--- src/rtl/core/sce_pkg.sv ---
`timescale 1ns / 1ps
// Shared types, constants and micro-op program of the spline evaluator.
package sce_pkg;

  localparam int WEIGHT_BITS = 30;
  localparam int RF_DEPTH    = 20;
  localparam int UOP_LAST    = 45;

  localparam logic signed [63:0] S64_MAX = {1'b0, {63{1'b1}}};
  localparam logic signed [63:0] S64_MIN = {1'b1, 63'b0};

  // floor(m / 6) = (m * RECIP6) >> RECIP6_SHIFT for any magnitude up to 2^64
  localparam logic signed [63:0] RECIP6       = 64'shAAAA_AAAA_AAAA_AAAB;
  localparam int                 RECIP6_SHIFT = 66;

  typedef logic [5:0] pc_t;

  typedef enum logic [2:0] {
    OP_LDK,   // load knot field
    OP_LDQ,   // load query abscissa
    OP_LDONE, // load 1.0 in weight format
    OP_ADD,   // saturating add
    OP_SUB,   // saturating subtract
    OP_MUL,   // product, truncated and saturated
    OP_DIVS,  // (a << shift) / b
    OP_DIV6   // a / 6, reciprocal multiply
  } op_t;

  typedef enum logic [4:0] {
    R_X, R_XLO, R_XHI, R_H, R_DH, R_DL, R_WA, R_WB, R_YLO, R_YHI,
    R_CLO, R_CHI, R_ONE, R_AA, R_BB, R_T1, R_T2, R_VAL, R_SLP, R_CRV
  } rf_t;

  // SH_D6: unsigned reciprocal operand, shift by RECIP6_SHIFT
  typedef enum logic [1:0] {SH_W, SH_F, SH_D6} shift_t;

  typedef enum logic [1:0] {KM_ABS, KM_ORD, KM_CRV} kmem_t;

  typedef enum logic [1:0] {KA_MID, KA_LO, KA_HI} kaddr_t;

  typedef enum logic [2:0] {
    ST_IDLE, ST_S_RD, ST_S_CMP, ST_EX_RD, ST_EX_OP, ST_EX_WAIT, ST_FIN
  } state_t;

  typedef struct packed {
    op_t    op;
    rf_t    ra;
    rf_t    rb;
    rf_t    rd;
    shift_t sh;
    kmem_t  km;
    kaddr_t ka;
    logic   chk;  // finish as bad when the written value is zero
  } uop_t;

  typedef struct packed {
    logic   knot_wr;
    logic   q_capture;
    logic   srch_step;
    kaddr_t ka;
    uop_t   u;
    logic   alu_wr;
    logic   unit_start;
    logic   unit_wr;
    logic   publish;
    logic   bad;
  } cmd_t;

  typedef struct packed {
    logic n_small;
    logic srch_done;
    logic res_zero;
    logic unit_done;
  } sts_t;

  function automatic uop_t uop_alu(op_t op, rf_t ra, rf_t rb, rf_t rd);
    uop_t u;
    u.op  = op;
    u.ra  = ra;
    u.rb  = rb;
    u.rd  = rd;
    u.sh  = SH_W;
    u.km  = KM_ABS;
    u.ka  = KA_LO;
    u.chk = 1'b0;
    return u;
  endfunction

  function automatic uop_t uop_ldk(kmem_t km, kaddr_t ka, rf_t rd);
    uop_t u;
    u    = uop_alu(OP_LDK, R_X, R_X, rd);
    u.km = km;
    u.ka = ka;
    return u;
  endfunction

  function automatic uop_t uop_unit(op_t op, rf_t ra, rf_t rb, rf_t rd, shift_t sh);
    uop_t u;
    u    = uop_alu(op, ra, rb, rd);
    u.sh = sh;
    return u;
  endfunction

  function automatic uop_t uop_hchk(rf_t ra, rf_t rb, rf_t rd);
    uop_t u;
    u     = uop_alu(OP_SUB, ra, rb, rd);
    u.chk = 1'b1;
    return u;
  endfunction

  // Evaluation program; runs once the interval is known.
  function automatic uop_t uop_rom(pc_t pc);
    uop_t u;
    case (pc)
      6'd0:  u = uop_ldk(KM_ABS, KA_LO, R_XLO);
      6'd1:  u = uop_ldk(KM_ABS, KA_HI, R_XHI);
      6'd2:  u = uop_hchk(R_XHI, R_XLO, R_H);
      6'd3:  u = uop_alu(OP_LDQ, R_X, R_X, R_X);
      6'd4:  u = uop_alu(OP_SUB, R_XHI, R_X, R_DH);
      6'd5:  u = uop_alu(OP_SUB, R_X, R_XLO, R_DL);
      6'd6:  u = uop_unit(OP_DIVS, R_DH, R_H, R_WA, SH_W);
      6'd7:  u = uop_unit(OP_DIVS, R_DL, R_H, R_WB, SH_W);
      6'd8:  u = uop_ldk(KM_ORD, KA_LO, R_YLO);
      6'd9:  u = uop_ldk(KM_ORD, KA_HI, R_YHI);
      6'd10: u = uop_ldk(KM_CRV, KA_LO, R_CLO);
      6'd11: u = uop_ldk(KM_CRV, KA_HI, R_CHI);
      6'd12: u = uop_alu(OP_LDONE, R_X, R_X, R_ONE);
      6'd13: u = uop_unit(OP_MUL, R_WA, R_WA, R_AA, SH_W);
      6'd14: u = uop_unit(OP_MUL, R_WB, R_WB, R_BB, SH_W);
      // value
      6'd15: u = uop_unit(OP_MUL, R_WA, R_YLO, R_T1, SH_W);
      6'd16: u = uop_unit(OP_MUL, R_WB, R_YHI, R_T2, SH_W);
      6'd17: u = uop_alu(OP_ADD, R_T1, R_T2, R_VAL);
      6'd18: u = uop_unit(OP_MUL, R_AA, R_WA, R_T1, SH_W);
      6'd19: u = uop_alu(OP_SUB, R_T1, R_WA, R_T1);
      6'd20: u = uop_unit(OP_MUL, R_T1, R_CLO, R_T1, SH_W);
      6'd21: u = uop_unit(OP_MUL, R_BB, R_WB, R_T2, SH_W);
      6'd22: u = uop_alu(OP_SUB, R_T2, R_WB, R_T2);
      6'd23: u = uop_unit(OP_MUL, R_T2, R_CHI, R_T2, SH_W);
      6'd24: u = uop_alu(OP_ADD, R_T1, R_T2, R_T1);
      6'd25: u = uop_unit(OP_MUL, R_H, R_H, R_T2, SH_F);
      6'd26: u = uop_unit(OP_MUL, R_T1, R_T2, R_T1, SH_F);
      6'd27: u = uop_unit(OP_DIV6, R_T1, R_T1, R_T1, SH_D6);
      6'd28: u = uop_alu(OP_ADD, R_VAL, R_T1, R_VAL);
      // slope
      6'd29: u = uop_alu(OP_SUB, R_YHI, R_YLO, R_T1);
      6'd30: u = uop_unit(OP_DIVS, R_T1, R_H, R_SLP, SH_F);
      6'd31: u = uop_alu(OP_ADD, R_AA, R_AA, R_T1);
      6'd32: u = uop_alu(OP_ADD, R_T1, R_AA, R_T1);
      6'd33: u = uop_alu(OP_SUB, R_ONE, R_T1, R_T1);
      6'd34: u = uop_alu(OP_ADD, R_BB, R_BB, R_T2);
      6'd35: u = uop_alu(OP_ADD, R_T2, R_BB, R_T2);
      6'd36: u = uop_alu(OP_SUB, R_T2, R_ONE, R_T2);
      6'd37: u = uop_unit(OP_MUL, R_T1, R_CLO, R_T1, SH_W);
      6'd38: u = uop_unit(OP_MUL, R_T2, R_CHI, R_T2, SH_W);
      6'd39: u = uop_alu(OP_ADD, R_T1, R_T2, R_T1);
      6'd40: u = uop_unit(OP_MUL, R_T1, R_H, R_T1, SH_F);
      6'd41: u = uop_unit(OP_DIV6, R_T1, R_T1, R_T1, SH_D6);
      6'd42: u = uop_alu(OP_ADD, R_SLP, R_T1, R_SLP);
      // curvature
      6'd43: u = uop_unit(OP_MUL, R_WA, R_CLO, R_T1, SH_W);
      6'd44: u = uop_unit(OP_MUL, R_WB, R_CHI, R_T2, SH_W);
      6'd45: u = uop_alu(OP_ADD, R_T1, R_T2, R_CRV);
      default: u = uop_alu(OP_ADD, R_T1, R_T2, R_T1);
    endcase
    return u;
  endfunction

endpackage

--- src/rtl/core/sce_ctrl.sv ---
`timescale 1ns / 1ps
// Controller: accept, interval search sequencing and evaluation program.
module sce_ctrl (
  input  logic            clk,
  input  logic            rst,
  input  logic            in_valid,
  output logic            in_stall,
  input  logic            kind,
  output logic            out_valid,
  input  logic            out_stall,
  input  sce_pkg::sts_t   sts,
  output sce_pkg::cmd_t   cmd
);

  sce_pkg::state_t state, state_next;
  sce_pkg::pc_t    pc, pc_next;
  logic            bad, bad_next;
  logic            out_valid_next;
  logic            out_free;
  logic            is_unit;
  sce_pkg::uop_t   u;

  assign u        = sce_pkg::uop_rom(pc);
  assign out_free = ~out_valid | ~out_stall;
  assign is_unit  = (u.op == sce_pkg::OP_MUL) || (u.op == sce_pkg::OP_DIVS) ||
                    (u.op == sce_pkg::OP_DIV6);

  always_comb begin
    state_next = state;
    pc_next    = pc;
    bad_next   = bad;
    case (state)
      sce_pkg::ST_IDLE: begin
        if (in_valid && kind) begin
          pc_next    = '0;
          bad_next   = sts.n_small;
          state_next = sts.n_small ? sce_pkg::ST_FIN : sce_pkg::ST_S_RD;
        end
      end
      sce_pkg::ST_S_RD: begin
        state_next = sts.srch_done ? sce_pkg::ST_EX_RD : sce_pkg::ST_S_CMP;
      end
      sce_pkg::ST_S_CMP: state_next = sce_pkg::ST_S_RD;
      sce_pkg::ST_EX_RD: state_next = sce_pkg::ST_EX_OP;
      sce_pkg::ST_EX_OP: begin
        if (is_unit) begin
          state_next = sce_pkg::ST_EX_WAIT;
        end else if (u.chk && sts.res_zero) begin
          bad_next   = 1'b1;
          state_next = sce_pkg::ST_FIN;
        end else if (pc == sce_pkg::pc_t'(sce_pkg::UOP_LAST)) begin
          state_next = sce_pkg::ST_FIN;
        end else begin
          pc_next    = pc + 6'd1;
          state_next = sce_pkg::ST_EX_RD;
        end
      end
      sce_pkg::ST_EX_WAIT: begin
        if (sts.unit_done) begin
          if (pc == sce_pkg::pc_t'(sce_pkg::UOP_LAST)) begin
            state_next = sce_pkg::ST_FIN;
          end else begin
            pc_next    = pc + 6'd1;
            state_next = sce_pkg::ST_EX_RD;
          end
        end
      end
      sce_pkg::ST_FIN: begin
        if (out_free) state_next = sce_pkg::ST_IDLE;
      end
      default: state_next = sce_pkg::ST_IDLE;
    endcase

    if (state == sce_pkg::ST_FIN && out_free) begin
      out_valid_next = 1'b1;
    end else if (out_valid && !out_stall) begin
      out_valid_next = 1'b0;
    end else begin
      out_valid_next = out_valid;
    end
  end

  always_comb begin
    in_stall       = 1'b1;
    cmd            = '0;
    cmd.u          = u;
    cmd.ka         = sce_pkg::KA_MID;
    case (state)
      sce_pkg::ST_IDLE: begin
        in_stall      = 1'b0;
        cmd.knot_wr   = in_valid & ~kind;
        cmd.q_capture = in_valid & kind;
      end
      sce_pkg::ST_S_RD:    cmd.ka = sce_pkg::KA_MID;
      sce_pkg::ST_S_CMP:   cmd.srch_step = 1'b1;
      sce_pkg::ST_EX_RD:   cmd.ka = u.ka;
      sce_pkg::ST_EX_OP: begin
        cmd.alu_wr     = ~is_unit;
        cmd.unit_start = is_unit;
      end
      sce_pkg::ST_EX_WAIT: cmd.unit_wr = sts.unit_done;
      sce_pkg::ST_FIN: begin
        cmd.publish = out_free;
        cmd.bad     = bad;
      end
      default: in_stall = 1'b1;
    endcase
  end

  always_ff @(posedge clk) begin
    if (rst) begin
      state     <= sce_pkg::ST_IDLE;
      pc        <= '0;
      bad       <= 1'b0;
      out_valid <= 1'b0;
    end else begin
      state     <= state_next;
      pc        <= pc_next;
      bad       <= bad_next;
      out_valid <= out_valid_next;
    end
  end

endmodule

--- config.mk ---
export PLATFORM = sky130hd
export DESIGN_NAME = sce_ctrl
export DESIGN_NICKNAME = d
export VERILOG_FILES = /design/src/rtl/core/sce_pkg.sv /design/src/rtl/core/sce_ctrl.sv
export SDC_FILE = /design/constraint.sdc
export NUM_CORES = 1
export LEC_CHECK = 0
export ABC_CLOCK_PERIOD_IN_PS = 3500
export BUFFER_PORTS_ARGS = -buffer_cell sky130_fd_sc_hd__buf_2
export CORE_ASPECT_RATIO = 0.7
export CORE_MARGIN = 5
export CORE_UTILIZATION = 29
export CTS_BUF_LIST = sky130_fd_sc_hd__clkbuf_2
export DETAILED_ROUTE_END_ITERATION = 10
export PLACE_DENSITY = 0.49
export SLEW_MARGIN = 10
export SYNTH_ARGS = -nofsm -noshare
export SYNTH_HDL_FRONTEND = slang
export SYNTH_SLANG_ARGS = --single-unit
--- constraint.sdc ---
create_clock -name clk -period 3.5 [get_ports clk]
set_clock_uncertainty 0.15 [all_clocks]
set_input_delay 1.05 -clock clk [delete_from_list [all_inputs] [get_ports clk]]
set_output_delay 1.05 -clock clk [all_outputs]
set_load 0.03 [all_outputs]
* After elaboration in Yosys (flattened, before gate mapping)
Memories as Yosys holds them, arrays and structs flattened. A register that Yosys moved wholly into a read port is not among the register bits.
Cells that the tools add are included.
** Operators by class
- Bitwise operators :: 7
- Multipliers :: 0
- Order comparisons :: 0
- Reduce and logical (&&, ||, !) cells :: 14
- $add $sub $neg :: 1
- Mux-type cells :: 30
- Div/mod/pow operators :: 0
- Shift operators :: 0
- Equal/unequal tests :: 16
** Operators by type and width (count)
- 6-bit two-way mux :: 7
- 3-bit two-way mux :: 7
- 3-bit one-hot mux with 7 select lines :: 1
- 3-bit == test, second input constant :: 6
- 6-bit one-hot mux with 3 select lines :: 1
- 2-bit inequality test, second input constant :: 6
- 1-bit two-way mux :: 9
- 2-bit two-way mux :: 4
- 6-bit by 1-bit adder with 6-bit output, second input constant :: 1
- 3-bit by 2-bit == test with 1-bit output, second input constant :: 2
- 6-bit == test, second input constant :: 1
- 5-bit AND reduction :: 1
- 1-bit logical AND :: 4
- 1-bit NOT :: 4
- 4-bit AND reduction :: 1
- 2-bit nonzero test :: 2
- 3-bit by 1-bit == test with 1-bit output, second input constant :: 1
- 3-bit zero test :: 1
- 3-bit AND reduction :: 1
- 3-bit nonzero test :: 1
- 1-bit bitwise AND :: 2
- 1-bit logical OR :: 2
- 1-bit one-hot mux with 2 select lines :: 1
- 1-bit zero test :: 1
- 1-bit OR :: 1
** Word-level totals
- Bits in latches :: 0
- Output and inout port bits :: 37
- Flip-flop bits (word level) :: 11
- Bits in read-only memories :: 1600
- Logic and storage cells :: 73
- Memories kept :: 1
- RAM bits :: 0
** Memories
- (name not given) :: words 64, bits a word 25, rd ports 1, clocked after memory_dff 1, wr ports 0, RTL line sce_pkg.sv:114 : case (pc)

* Longest topological paths before layout
- Word-level depth :: 7
- Depth in mapped cells :: 15
- Depth with buffers taken out :: 14

* Worst setup path after synthesis
OpenSTA, ideal clock, no wires.
- Kind :: input port to flip-flop
- From :: input in_valid
- To :: register, netlist name u[8]
- Required time :: 3.291 ns
- Arrival time :: 3.343 ns
- Setup slack :: -0.052 ns
- Setup time :: 0.059 ns
- Stages :: 13
- Path through :: nor2b_1 > a221oi_2 > buf_2 > o311a_1 > nor2_1 > buf_2 > inv_1 > ha_1 > clkbuf_1 > o31ai_1 > a211oi_1 > o31ai_1 > o311a_1
** Between the ends
- Cells in the longest elaborated chain, start to end :: 5
** Ends and longest elaborated chain
- from (decl) :: RTL line sce_ctrl.sv:6 : input logic in_valid,
- 1-bit logical AND :: RTL line sce_ctrl.sv:34 : if (in_valid && kind) begin
- 2-bit inequality test (no line)
- 5-bit AND reduction (no line)
- 6-bit two-way mux (no line) (2 in series)
No other way between the ends.
A chain may end at the register's enable or synchronous reset.

==> flow_metrics.tcl <==
set metrics [dict create \
    synthMuxAreaShare_pct 3.60 \
    yosys_warnings 0 \
    drt_pass1_iterations 6 \
    synth_area_per_cell_sq_um 7.92 \
    postLayoutCoreUtil_pct 40.5 \
    max_slew.worst_pin.slew_ns 0.666 \
    layout_commonest_cell "buf_4" \
    first_global_vias 3195 \
    wl_mm 11.9 \
    tns_ns 0 \
    drive_gt1_share_pct 36.8 \
    place_hpwl_mm 9.21 \
    hold_violations 0 \
    cts_htree_levels 2 \
    synth-simple-area-share_pct 22.2 \
    synth_top_family_by_area "compound AO/OA/AOI/OAI gates" \
    dr.first_iter.drc_count 552 \
    synth_edf_count 0 \
    cp_data_arrival_time_ns 2.16 \
    ioPinCount 46 \
    numCtsBuffers 5 \
    grt_pass1_wl_mm 18.2 \
    cp_num_buf_inv 3 \
    crit_top_cell "buf_2" \
    tritoncts "built" \
    reg2reg_slack_ns 0.36 \
    post-synth-top-area-fraction_pct 24.4 \
    worstPathMaxFanout 6 \
    synthCells 373 \
    cts.sinks 36 \
    gp_congestion 1.00 \
    yosysSeqAreaShare_pct 24.4 \
    required_ns 2.30 \
    io_buffers 45 \
    cp-end-kind "output pin" \
    cp_slowest_cell "nor2b_2" \
    cts_root_buffer "clkbuf_2" \
    post_cts_buffers 0 \
    final_antenna_net_count 0 \
    drv_cap 0 \
    viasPerCell 5.73 \
    drc_errors 0 \
    initial_utilization_pct 30.0 \
    max_freq_ghz 0.297 \
    syn_area_sq_mm 0.00295 \
    min_period_ns 3.36 \
    ys_types 82 \
    synth_top_area_cell "dfxtp_1" \
    synth_seq_cells 36 \
    dieHeight_um 94.4 \
    die_w_um 131 \
    vias 3534 \
    place_ws_ns -0.116 \
    start_kind "input port" \
    status "finished, final reports clean" \
    max_stage_delay_ns 0.25 \
    grt_max_degree 22 \
    hp-class "reg2reg" \
    grt_overflow 0 \
    setup_viol 0 \
    rsz0062_at_grt "false" \
    synth_ff_type "dfxtp_1" \
    path_delay_family "buffers and inverters" \
    synth.area.top_cells "dfxtp_1 (24%), ha_1 (5.1%), a21oi_1 (3.9%)" \
    track_usage_pct 19.1 \
    final_cell_mix "buf_4 (97), buf_2 (45), dfxtp_1 (35)" \
    antenna_found_initial 0 \
    synthXorXnorAreaFrac_pct 0 \
    path_class "in2out" \
    wl_per_cell_um 19.3 \
    diodes 0 \
    layout.nets 509 \
    finalPower_mw 1.10 \
    synthesis.nets 394 \
    drv_slew 0 \
    maxSlewHeadroom_pct 55.5 \
    finalCritPeriodShare_pct 96.1 \
    clk_pin_slew_ns 0.21 \
    clock_latency_ns 0.42 \
    core.rowCount 30 \
    vdd_drop_max_uv 109 \
    crit_chain "buf_2, nor2b_2, a221oi_4, buf_4, nor3_1, buf_2" \
    power.density_mw_per_mm2 277 \
    synth_adder_area_share_pct 5.08 \
    async_flop_share_pct 0 \
    synth_compound_area_share_pct 36.4 \
    area_delta_synth_final_pct 34.9 \
    die_area_sq_mm 0.0123 \
    clock_path_buffers 2 \
    layout_setup_ws_ns 0.137 \
    core_sq_mm 0.00983 \
    leakage_nw 1.75 \
]
cell type report:
type / instances / area (sq um)
fill: 1031 / 5850
multi-input combinational: 287 / 2000
timing repair buffer: 143 / 973
sequential: 36 / 722
tap: 128 / 160
inverter: 15 / 61.3
clock inverter: 3 / 37.5
clock buffer: 5 / 25.0
metrics by stage:
| step | instances | area [sq um] | hold slack (ns) |
|---|---|---|---|
| 6_report | 617 | 3980 | 0.383 |
| 5_1_grt | 617 | 3980 | 0.407 |
| 4_1_cts | 617 | 3970 | 0.390 |
| 3_5_place_dp | 609 | 3900 | 0.341 |
| 3_3_place_gp | 609 | 3900 | 0.324 |
| 2_1_floorplan | 373 | 2960 | 0.302 |
worst paths after layout:
check             depth (start not counted)  startpoint       to
setup / recovery                          6    in_valid  cmd[33]
hold / removal                            2         bad      bad
setup reg to reg                          9       pc[0]    u[12]
hold reg to reg                           2         bad      bad
sequential cells by signal, indices dropped and copies added (netlist names):
signal     count
pc             6
bad            1
out_valid      1
u             25
state          3
worst min-delay path, delay by kind of cell (launching register included):
| kind | cells | cell delay, ns |
|---|---|---|
| simple gates | 1 | 0.07 |
| flops | 1 | 0.38 |
| mux | 1 | 0.07 |
metal layers:
metal | routed length, um | global-route usage [%] | vias up
met1 | 5660 | 30.5 | 1631
li1 | - | - | 1664
met4 | 170 | 3.42 | 0
met2 | 4560 | 24.9 | 218
met3 | 1520 | 5.48 | 21
met5 | 0 | 0 | -
Yosys cell counts (12+ instances only):
| library cell | instances |
|---|---|
| a21oi_1 | 23 |
| buf_2 | 16 |
| clkbuf_1 | 13 |
| dfxtp_1 | 36 |
| ha_1 | 12 |
| nand2_1 | 25 |
| nand3_1 | 12 |
| nor2_1 | 24 |
| o211ai_1 | 12 |
| o21ai_0 | 16 |
cell families (layout without fill, tap and decap cells):
group	Yosys count	after routing
AOI/OAI and AO/OA	143	143
and+or+nand+nor	122	122
buffers and inverters	50	166
DFF	36	36
adders and majority gates	12	12
muxes	10	10
power by group:
group / total (mW) / internal, mW / switching (mW)
Sequential: 0.443 / 0.422 / 0.0206
Combinational: 0.381 / 0.158 / 0.223
Clock: 0.279 / 0.116 / 0.163
timing repair:
action | CTS | global route
endpoints found under the setup margin | 0 | 2
resized for setup | 0 | 3
hold buffers | 0 | 0
No activity file was read; power rests on OpenSTA's default activity.
